`src/design/assert_macros.svh`:
```
// Assertion macros shared by the table RTL.
`ifndef ASSERT_MACROS_SVH
`define ASSERT_MACROS_SVH

`ifndef ASSERT_OFF

// Property must hold at every clock edge outside reset.
`define ASSERT_AT(lbl, clk, rstn, prop, msg) \
  lbl: assert property (@(posedge clk) disable iff (!rstn) prop) else $error(msg);

// Condition must never be true outside reset.
`define ASSERT_NEVER(lbl, clk, rstn, cond, msg) \
  lbl: assert property (@(posedge clk) disable iff (!rstn) !(cond)) else $error(msg);

`else

`define ASSERT_AT(lbl, clk, rstn, prop, msg)
`define ASSERT_NEVER(lbl, clk, rstn, cond, msg)

`endif

`endif

```
`src/design/kst_pkg.sv`:
```
package kst_pkg;

  localparam int unsigned KEY_W      = 64;
  localparam int unsigned VAL_W      = 64;
  localparam int unsigned SLOT_OUT_W = 4;

  typedef enum logic [1:0] {
    OP_FIND  = 2'd0,
    OP_STORE = 2'd1,
    OP_TAKE  = 2'd2,
    OP_CLEAR = 2'd3
  } op_e;

  typedef enum logic [2:0] {
    ST_IDLE,
    ST_MATCH,
    ST_RESOLVE,
    ST_COMMIT,
    ST_RESPOND
  } state_e;

  // controller -> datapath commands
  typedef struct packed {
    logic load;     // capture the input word
    logic compare;  // register match / free vectors
    logic resolve;  // priority encode, register hit and slot
    logic commit;   // update table, read values
  } ctrl_cmd_t;

  typedef struct packed {
    logic [VAL_W-1:0] feature;
    logic [VAL_W-1:0] query;
    logic [VAL_W-1:0] plan;
  } value_t;

endpackage

```
`src/design/kst_ctrl.sv`:
```
`include "assert_macros.svh"

module kst_ctrl (
  input  logic                 clk_i,
  input  logic                 rst_ni,
  input  logic                 start_i,
  output kst_pkg::ctrl_cmd_t   cmd_o,
  output logic                 busy_o,
  output logic                 done_o
);
  import kst_pkg::*;

  state_e state_q, state_d;
  logic   accept;

  always_ff @(posedge clk_i or negedge rst_ni) begin
    if (!rst_ni) begin
      state_q <= ST_IDLE;
    end else begin
      state_q <= state_d;
    end
  end

  always_comb begin
    state_d = state_q;
    cmd_o   = '0;
    busy_o  = 1'b1;
    done_o  = 1'b0;
    accept  = 1'b0;
    unique case (state_q)
      ST_IDLE: begin
        busy_o = 1'b0;
        accept = start_i;
      end
      ST_MATCH: begin
        cmd_o.compare = 1'b1;
        state_d       = ST_RESOLVE;
      end
      ST_RESOLVE: begin
        cmd_o.resolve = 1'b1;
        state_d       = ST_COMMIT;
      end
      ST_COMMIT: begin
        cmd_o.commit = 1'b1;
        state_d      = ST_RESPOND;
      end
      ST_RESPOND: begin
        // result on the ports; next word may be taken in the same cycle
        busy_o  = 1'b0;
        done_o  = 1'b1;
        accept  = start_i;
        state_d = ST_IDLE;
      end
      default: state_d = ST_IDLE;
    endcase
    if (accept) begin
      cmd_o.load = 1'b1;
      state_d    = ST_MATCH;
    end
  end

  `ASSERT_AT(a_accept_to_match, clk_i, rst_ni, start_i && !busy_o |=> state_q == ST_MATCH,
             "accepted word did not enter compare")
  `ASSERT_AT(a_respond_after_commit, clk_i, rst_ni, done_o |-> $past(cmd_o.commit),
             "result strobe without a preceding commit")
  `ASSERT_NEVER(a_done_while_busy, clk_i, rst_ni, done_o && busy_o,
                "result strobe while busy")

endmodule

```
`src/design/kst_datapath.sv`:
```
`include "assert_macros.svh"

module kst_datapath #(
  parameter int unsigned TABLE_ENTRIES = 16
) (
  input  logic                                 clk_i,
  input  logic                                 rst_ni,
  input  kst_pkg::ctrl_cmd_t                   cmd_i,
  input  logic [1:0]                           operation_i,
  input  logic [kst_pkg::KEY_W-1:0]            lookup_key_i,
  input  logic                                 allocate_if_absent_i,
  input  logic [kst_pkg::VAL_W-1:0]            feature_value_i,
  input  logic [kst_pkg::VAL_W-1:0]            query_value_i,
  input  logic [kst_pkg::VAL_W-1:0]            plan_value_i,
  output logic                                 hit_o,
  output logic [kst_pkg::SLOT_OUT_W-1:0]       slot_index_o,
  output logic [kst_pkg::VAL_W-1:0]            feature_result_o,
  output logic [kst_pkg::VAL_W-1:0]            query_result_o,
  output logic [kst_pkg::VAL_W-1:0]            plan_result_o
);
  import kst_pkg::*;

  localparam int unsigned IDX_W = (TABLE_ENTRIES > 1) ? $clog2(TABLE_ENTRIES) : 1;

  // captured word
  op_e              op_q;
  logic [KEY_W-1:0] key_q;
  logic             alloc_q;
  value_t           wval_q;

  // table: valid bits and keys in flops (parallel compare), values in memory
  logic [TABLE_ENTRIES-1:0] valid_q;
  logic [KEY_W-1:0]         key_tab_q [TABLE_ENTRIES];
  value_t                   val_mem [TABLE_ENTRIES];
  value_t                   rdata_q;

  logic [TABLE_ENTRIES-1:0] match_q, free_q;
  logic                     hit_q, hit_d;
  logic [IDX_W-1:0]         slot_q, slot_d;
  logic [IDX_W-1:0]         match_idx, free_idx;
  logic                     match_any, free_any;
  logic                     take_hit;
  logic [IDX_W+SLOT_OUT_W-1:0] slot_ext;

  always_ff @(posedge clk_i) begin
    if (cmd_i.load) begin
      op_q           <= op_e'(operation_i);
      key_q          <= lookup_key_i;
      alloc_q        <= allocate_if_absent_i;
      wval_q.feature <= feature_value_i;
      wval_q.query   <= query_value_i;
      wval_q.plan    <= plan_value_i;
    end
  end

  // compare stage
  always_ff @(posedge clk_i or negedge rst_ni) begin
    if (!rst_ni) begin
      match_q <= '0;
      free_q  <= '0;
    end else if (cmd_i.compare) begin
      for (int i = 0; i < TABLE_ENTRIES; i++) begin
        match_q[i] <= valid_q[i] && (key_tab_q[i] == key_q);
        free_q[i]  <= !valid_q[i];
      end
    end
  end

  // lowest set bit wins
  always_comb begin
    match_idx = '0;
    free_idx  = '0;
    for (int i = TABLE_ENTRIES - 1; i >= 0; i--) begin
      if (match_q[i]) match_idx = IDX_W'(i);
      if (free_q[i])  free_idx  = IDX_W'(i);
    end
    match_any = |match_q;
    free_any  = |free_q;
  end

  always_comb begin
    hit_d  = 1'b0;
    slot_d = '0;
    unique case (op_q)
      OP_FIND: begin
        if (match_any) begin
          hit_d  = 1'b1;
          slot_d = match_idx;
        end else if (alloc_q && free_any) begin
          hit_d  = 1'b1;
          slot_d = free_idx;
        end
      end
      OP_STORE: begin
        hit_d = 1'b1;
        if (match_any) begin
          slot_d = match_idx;
        end else if (free_any) begin
          slot_d = free_idx;
        end
      end
      OP_TAKE: begin
        if (match_any) begin
          hit_d  = 1'b1;
          slot_d = match_idx;
        end
      end
      OP_CLEAR: begin
        hit_d  = 1'b0;
        slot_d = '0;
      end
      default: begin
        hit_d  = 1'b0;
        slot_d = '0;
      end
    endcase
  end

  always_ff @(posedge clk_i or negedge rst_ni) begin
    if (!rst_ni) begin
      hit_q  <= 1'b0;
      slot_q <= '0;
    end else if (cmd_i.resolve) begin
      hit_q  <= hit_d;
      slot_q <= slot_d;
    end
  end

  // commit: valid bits
  always_ff @(posedge clk_i or negedge rst_ni) begin
    if (!rst_ni) begin
      valid_q <= '0;
    end else if (cmd_i.commit) begin
      case (op_q)
        OP_STORE: valid_q[slot_q] <= 1'b1;
        OP_TAKE:  if (hit_q) valid_q[slot_q] <= 1'b0;
        OP_CLEAR: valid_q <= '0;
        default:  valid_q <= valid_q;
      endcase
    end
  end

  // keys of invalid entries are masked at compare, so no clear needed
  always_ff @(posedge clk_i) begin
    if (cmd_i.commit && op_q == OP_STORE) begin
      key_tab_q[slot_q] <= key_q;
    end
  end

  always_ff @(posedge clk_i) begin
    if (cmd_i.commit) begin
      if (op_q == OP_STORE) begin
        val_mem[slot_q] <= wval_q;
      end
      rdata_q <= val_mem[slot_q];
    end
  end

  assign take_hit         = (op_q == OP_TAKE) && hit_q;
  assign hit_o            = hit_q;
  assign slot_ext         = {{SLOT_OUT_W{1'b0}}, slot_q};
  assign slot_index_o     = slot_ext[SLOT_OUT_W-1:0];
  assign feature_result_o = take_hit ? rdata_q.feature : '0;
  assign query_result_o   = take_hit ? rdata_q.query   : '0;
  assign plan_result_o    = take_hit ? rdata_q.plan    : '0;

  `ASSERT_AT(a_keys_unique, clk_i, rst_ni, $onehot0(match_q),
             "more than one valid entry matches the key")
  `ASSERT_AT(a_miss_slot_zero, clk_i, rst_ni, cmd_i.commit && !hit_q |-> slot_q == '0,
             "slot nonzero on a miss")
  `ASSERT_AT(a_store_sets_valid, clk_i, rst_ni,
             cmd_i.commit && op_q == OP_STORE |=> valid_q[$past(slot_q)],
             "store did not mark its slot valid")

endmodule

```
`src/design/keyed_slot_table_find_or_allocate.sv`:
```
// An accepted word passes through the compare, resolve and commit states before done_o.
// One word at a time: start_i is taken again in the done_o cycle, not before.
// Steps: key compare, priority encode, table update / value read, result.
// Reset (async, active low) clears all valid bits, so the table comes up empty.
// Results show for one cycle on done_o; the receiver cannot stall them.
module keyed_slot_table_find_or_allocate #(
  parameter int unsigned TABLE_ENTRIES = 16
) (
  input  logic                           clk_i,
  input  logic                           rst_ni,
  input  logic                           start_i,
  output logic                           busy_o,
  input  logic [1:0]                     operation_i,
  input  logic [kst_pkg::KEY_W-1:0]      lookup_key_i,
  input  logic                           allocate_if_absent_i,
  input  logic [kst_pkg::VAL_W-1:0]      feature_value_i,
  input  logic [kst_pkg::VAL_W-1:0]      query_value_i,
  input  logic [kst_pkg::VAL_W-1:0]      plan_value_i,
  output logic                           done_o,
  output logic                           hit_o,
  output logic [kst_pkg::SLOT_OUT_W-1:0] slot_index_o,
  output logic [kst_pkg::VAL_W-1:0]      feature_result_o,
  output logic [kst_pkg::VAL_W-1:0]      query_result_o,
  output logic [kst_pkg::VAL_W-1:0]      plan_result_o
);
  import kst_pkg::*;

  // Controller sequences one word at a time through the datapath steps.
  ctrl_cmd_t cmd;

  kst_ctrl u_ctrl (
    .clk_i   (clk_i),
    .rst_ni  (rst_ni),
    .start_i (start_i),
    .cmd_o   (cmd),
    .busy_o  (busy_o),
    .done_o  (done_o)
  );

  // Datapath: valid bits and keys in flops for the parallel compare, the
  // three values in a one-port memory read at the resolved slot.
  kst_datapath #(
    .TABLE_ENTRIES (TABLE_ENTRIES)
  ) u_datapath (
    .clk_i                (clk_i),
    .rst_ni               (rst_ni),
    .cmd_i                (cmd),
    .operation_i          (operation_i),
    .lookup_key_i         (lookup_key_i),
    .allocate_if_absent_i (allocate_if_absent_i),
    .feature_value_i      (feature_value_i),
    .query_value_i        (query_value_i),
    .plan_value_i         (plan_value_i),
    .hit_o                (hit_o),
    .slot_index_o         (slot_index_o),
    .feature_result_o     (feature_result_o),
    .query_result_o       (query_result_o),
    .plan_result_o        (plan_result_o)
  );

endmodule

```
`config.mk`:
```
export PLATFORM = sky130hd
export DESIGN_NAME = keyed_slot_table_find_or_allocate
export DESIGN_NICKNAME = d
export VERILOG_FILES = /design/src/design/kst_pkg.sv /design/src/design/kst_ctrl.sv /design/src/design/kst_datapath.sv /design/src/design/keyed_slot_table_find_or_allocate.sv
export VERILOG_INCLUDE_DIRS = /design/src /design/src/design
export SDC_FILE = /design/constraint.sdc
export NUM_CORES = 2
export LEC_CHECK = 0
export ABC_AREA = 1
export BUFFER_PORTS_ARGS = -buffer_cell sky130_fd_sc_hd__buf_4
export CAP_MARGIN = 5
export CELL_PAD_IN_SITES_DETAIL_PLACEMENT = 1
export CELL_PAD_IN_SITES_GLOBAL_PLACEMENT = 1
export CORE_MARGIN = 5
export CORE_UTILIZATION = 40
export DETAILED_ROUTE_END_ITERATION = 6
export PLACE_DENSITY = 0.72
export RECOVER_POWER = 50
export SKIP_CTS_REPAIR_TIMING = 1
export SLEW_MARGIN = 20
export SYNTH_ARGS = -nofsm -noshare
export SYNTH_HDL_FRONTEND = slang
export SYNTH_SLANG_ARGS = --single-unit
```
`constraint.sdc`:
```
create_clock -name clk_i -period 24.6 [get_ports clk_i]
set_clock_uncertainty 0.1 [all_clocks]
set_input_delay 2.46 -clock clk_i [delete_from_list [all_inputs] [get_ports clk_i]]
set_output_delay 2.46 -clock clk_i [all_outputs]
set_load 0.01 [all_outputs]
```
# Word level (Yosys, flattened, before mapping)
# Memory sizes are Yosys's and may differ from the RTL's. A register that Yosys moved wholly into a read port is not among the register bits.
# Cells that the tools add are included.
[op_classes] order_cmp=2 reduce_logical=43 n_div=0 n_mux=63 bitwise=3 n_eq_ne=25 shift=0 mul=0 addsub=0
[ops] op="equality test 64 bit" n=16
[ops] op="two-way mux 64 bit" n=3
[ops] op="two-way mux 4 bit" n=37
[ops] op="one-hot mux 16 bit (3 select lines)" n=1
[ops] op="OR reduction 16 bit" n=2
[ops] op="logical AND 1 bit" n=20
[ops] op="bitwise AND 16 bit" n=1
[ops] op="logical NOT 1 bit" n=16
[ops] op="two-way mux 1 bit" n=16
[ops] op="two-way mux 16 bit" n=1
[ops] op="inverter 16 bit" n=1
[ops] op="bitwise OR 16 bit" n=1
[ops] op="one-hot mux 4 bit (4 select lines)" n=1
[ops] op="one-hot mux 3 bit (4 select lines)" n=1
[ops] op="equality test 3 x 2 -> 1 bit, second input constant" n=2
[ops] op="< comparator 4 x 5 -> 1 bit, second input constant" n=1
[ops] op="demux 1 bit (select 4 bit)" n=1
[ops] op="equality test 2 bit, second input constant" n=2
[ops] op=">= comparator 4 x 1 -> 1 bit, second input constant" n=1
[ops] op="inequality test 2 x 1 -> 1 bit, second input constant" n=2
[ops] op="one-hot mux 1 bit (4 select lines)" n=1
[ops] op="equality test 3 x 1 -> 1 bit, second input constant" n=1
[ops] op="equality test 3 bit, second input constant" n=1
[ops] op="logical NOT 3 bit" n=1
[ops] op="6 further kinds" n=6
[totals] n_memories=2 output_inout_bits=199 regBits=315 mem_bits_rw=4096 rom_bits=0 latchBits=0
[mem_list] memory="u_datapath.val_mem" words=16 word_bits=192 read_ports=1 rd_ports_with_merged_regs=1 wr=1 line="kst_datapath.sv:34" source="value_t val_mem [TABLE_ENTRIES];"
[mem_list] memory="u_datapath.key_tab_q" words=16 word_bits=64 read_ports=16 rd_ports_with_merged_regs=0 wr=1 line="kst_datapath.sv:33" source="logic [KEY_W-1:0] key_tab_q [TABLE_ENTRIES];"

# Longest topological paths before layout
[depth] ltp_word=19 ltp_mapped=19 mapped_depth_nobuf=19

# Modules after synthesis
# Synthesis repeated with hierarchy kept, for this count alone.
[unflattened] hier_cells=10428 hier_area_um2=172046.3
[modules_own_cells] mod="kst_datapath" area_each_um2=171879.8 cells_per_inst=10408 instances=1
[modules_own_cells] mod="kst_ctrl" area_each_um2=166.4 cells_per_inst=20 instances=1

# Least setup slack after synthesis
# No wires, ideal clock.
[synth_path] kind="reg-to-reg" from="register u_ctrl.state_q[2]" to="memory u_datapath.key_tab_q[10][0] (enable)" arrival_time_ns=21.323 synth_period_minus_slack_ns=22.303 path_stages_with_launch=6 slack_ns=2.297 path_buffers=0 path_cell_list="dfrtp_1 > inv_1 > nand2_1 > nor2_1 > nand2_1 > nor2_1"
[synth_via] elab_chain_cells=5
[synth_lines] element="from (decl)" line="kst_ctrl.sv:13" source="state_e state_q, state_d;"
[synth_lines] element="from (signal assigned)" line="kst_ctrl.sv:20" source="state_q <= state_d;"
[synth_lines] element="equality test 3 x 2 -> 1 bit" line="kst_ctrl.sv:30" source="unique case (state_q)"
[synth_lines] element="two-way mux 1 bit" line="kst_ctrl.sv:30"
[synth_lines] element="logical AND 1 bit" line="kst_datapath.sv:145" source="if (cmd_i.commit && op_q == OP_STORE) begin"
[synth_lines] element="two-way mux 1 bit" line="kst_datapath.sv:145"
[synth_lines] element="two-way mux 1 bit (implied by the code)" line="kst_datapath.sv:146" source="key_tab_q[slot_q] <= key_q;"
[synth_lines] element="to (decl)" line="kst_datapath.sv:33"
# Every way passes these cells.

# Final worst setup path
[layout_path] from="register u_ctrl.state_q[2]" to="memory u_datapath.val_mem[7][121] (netlist name) (enable)"
[layout_via] elab_chain_cells=4
[layout_lines] element="equality test 3 x 2 -> 1 bit" line="kst_ctrl.sv:30"
[layout_lines] element="two-way mux 1 bit" line="kst_ctrl.sv:30"
[layout_lines] element="two-way mux 1 bit" line="kst_datapath.sv:151" source="if (cmd_i.commit) begin"
[layout_lines] element="two-way mux 1 bit (implied by the code)" line="kst_datapath.sv:153" source="val_mem[slot_q] <= wval_q;"
[layout_lines] element="to (decl)" line="kst_datapath.sv:34"
# Every way passes these cells.

==> summary.md <==
| Metric | Value |
|---|---|
| TritonCTS Sinks | 4,603 |
| Global-route wire length before repair | 774 mm |
| Headroom to the max-slew limit | -472% |
| FP Rows | 240 |
| Per-cell routed wire length | 31.7 µm |
| Slew Limit Fails | 1,957 |
| Placed instance area | 183,000 µm² |
| Mean post-synth cell area | 16.3 µm² |
| RSZ-0062 raised after global routing | false |
| Post-route ant nets | 0 |
| Outcome | complete, but fails checks |
| Layout cell share with drive strength beyond 1 | 10.4% |
| Critical path fanouts, max | 92 |
| Chip width | 666 µm |
| EDFF count, synth | 4,547 |
| Worst-Margin Slew | 8.58 ns |
| Mapped Area | 172,000 µm² |
| Port bufs | 460 |
| Clock Latency Late Sink | 1.01 ns |
| Design Area, Final | 196,000 µm² |
| Power density over cell area | 101 nW/µm² |
| CTS max path bufs | 4 |
| Fin util | 45.8% |
| Total grt overflow | 0 |
| Initial antenna violation count | 31 |
| VDD IR max | 128 µV |
| Distinct cells, synth | 43 |
| Vias/cell | 6.04 |
| Final setup viols | 0 |
| Die height | 666 µm |
| Final #Nets | 11.3k |
| Lkg Pwr | 0.0630 µW |
| Worst hold slack | 0.392 ns |
| CP Launch Type | register |
| Worst Path Required | 25.07 ns |
| Worst setup path class | register to register |
| Cts bufs inserted | 444 |
| Total wire length | 543 mm |
| Mapped Cells | 10.5k |
| Worst EP arrival | 12.24 ns |
| TritonCTS clock tree | built |
| Register area share after synthesis | 80.2% |
| I/O pin total | 461 |
| Vias in the first global route | 108k |
| Core ar. | 428,000 µm² |
| Setup total negative slack | 0 ns |
| Synth warnings | 0 |
| Placer Congestion | 0.910 |
| Period utilization | 47.9% |
| H-tree Lvls | 5 |
| Root buffer selected by CTS | clkbuf_16 |
| Die area | 443,000 µm² |
| Max Clk Rate | 0.0849 GHz |
| Violated checks | max-capacitance violations, max-slew violations |
| Drc violations | 0 |
| Largest net degree at the start of global routing | 201 |
| Layout area overhead | 14.0% |
| PnR worst setup slack | 12.82 ns |
| CP endpoint kind | register |
| Synth Register Bits | 4,603 |
| Hold crit path type | register to register |
| Pre-CTS WS | 18.56 ns |
| Post-synth ARST share | 1.22% |
| Via count | 103k |
| DR pass1 iterations | 5 |
| Initial DRC count | 13.3k |
| Main synth FF type | edfxtp_1 |
| Gr usage total | 23.6% |
| Clock transition at path regs | 0.06 ns |
| Post-layout min period | 11.78 ns |
| MaxCap Viol Count | 73 |
| Starting Density | 40.2% |
| Mapped Nets | 10.8k |
| DP Wirelength | 298 mm |
| Final number of hold-violating endpoints | 0 |
==> flip-flops by register name, summed over array words and instances (netlist names) <==
name / cells
u_datapath.val_mem: 3072
u_datapath.free_q: 16
u_datapath.op_q: 2
u_datapath.wval_q: 192
u_datapath.match_q: 16
u_datapath.valid_q: 16
u_datapath.hit_o: 1
u_ctrl.state_q: 3
u_datapath.slot_index_o: 4
u_datapath.rdata_q: 192
u_datapath.alloc_q: 1
u_datapath.key_q: 64
u_datapath.key_tab_q: 1024
==> power by group <==
| group | switching, µW | total, µW | internal, µW |
|---|---|---|---|
| Sequential | 384 | 9650 | 9270 |
| Clock | 2980 | 6800 | 3810 |
| Combinational | 2350 | 3290 | 936 |
| Total | 5720 | 19700 | 14000 |
==> cell families after synthesis <==
family,share of synthesized area (%)
flip-flops,80.2
AO/OA/AOI/OAI,11.1
AND/OR/NAND/NOR,4.19
buffers and inverters,2.36
XOR/XNOR,2.18
==> cells in the final DEF, fill, tap and decap left out, types with 14 or more instances in the layout <==
cell type,instances
a211o_1,14
a211oi_1,47
a21oi_1,812
a221oi_1,59
a22oi_1,1536
buf_12,25
buf_4,324
bufinv_16,44
clkbuf_1,286
clkbuf_16,446
clkbuf_4,133
clkinv_1,111
clkinv_2,92
clkinvlp_4,22
dfrtp_1,56
edfxtp_1,4547
inv_1,421
nand2_1,564
nand3_1,108
nand4_1,63
nor2_1,460
nor3_1,26
nor4_1,66
o2111ai_1,44
o21ai_0,252
o22ai_1,108
or2_2,31
or4_1,195
xnor2_1,210
xor2_1,218
==> layout make-up <==
cell class	instances	area (µm²)
repair buffers	697	4750
fillers	41500	232000
multi-input cells	4874	30200
clock buffers	525	11500
well taps	5687	7120
diodes	11	27.5
clock inverters	287	2820
inverters	447	1720
flip-flops and latches	4603	138000
==> synth_stat cells, drive strengths merged, types with 4 or more instances <==
master,number,area [µm²]
edfxtp,4547,137000
a22oi,1536,11500
a21oi,812,4060
nand2,566,2130
nor2,471,1770
clkbuf,463,1740
inv,435,1630
o21ai,255,1280
xor2,218,1910
xnor2,210,1840
or4,195,1460
buf,139,651
nand3,109,546
o22ai,108,676
nor4,67,419
nand4,63,394
a221oi,59,517
dfrtp,56,1400
a211oi,47,353
o2111ai,44,385
or2,31,194
nor3,27,140
a211o,14,123
clkinv,12,45.0
o211ai,9,67.6
and3,8,50.1
nand3b,5,37.5
nor4b,5,43.8
o21a,4,30.0
==> final timing paths <==
check | start | end | slack, ns | depth (start not counted)
hold / removal | u_datapath.match_q[1] | u_datapath.match_q[1] | 0.39 | 2
setup / recovery | u_ctrl.state_q[2] | u_datapath.val_mem[7][121] | 12.82 | 8
min in group asynchronous | rst_ni | u_ctrl.state_q[1] | 2.56 | 1
setup reg to reg | u_ctrl.state_q[2] | u_datapath.val_mem[7][121] | 12.82 | 8
hold reg to reg | u_datapath.match_q[1] | u_datapath.match_q[1] | 0.39 | 2
max in group asynchronous | rst_ni | u_datapath.match_q[11] | 19.89 | 1
==> through the flow <==
stage	std cells	power, µW
detailed placement	16300	13000
CTS	17100	19800
global route	17100	20400
global placement	16300	12900
floorplan	10500	11600
finish	17100	19700
==> routing by layer <==
metal  up-vias  wire, µm  track usage [%]
li1      42400         -                -
met1     54200    206000             30.8
met2      5723    264000             39.3
met3      1117     45100             3.37
met4         8     28500             10.9
met5         -        39                0
==> worst max-delay path: stages (launching register included) <==
cell	delay (ns)
dfrtp_1	0.41
inv_1	0.08
nand2_1	0.08
nor2_1	1.67
nand2_1	0.10
clkbuf_1	0.69
nor2_1	0.50
clkbuf_1	5.92
buf_4	1.55
(Power assumes the default switching activity.)
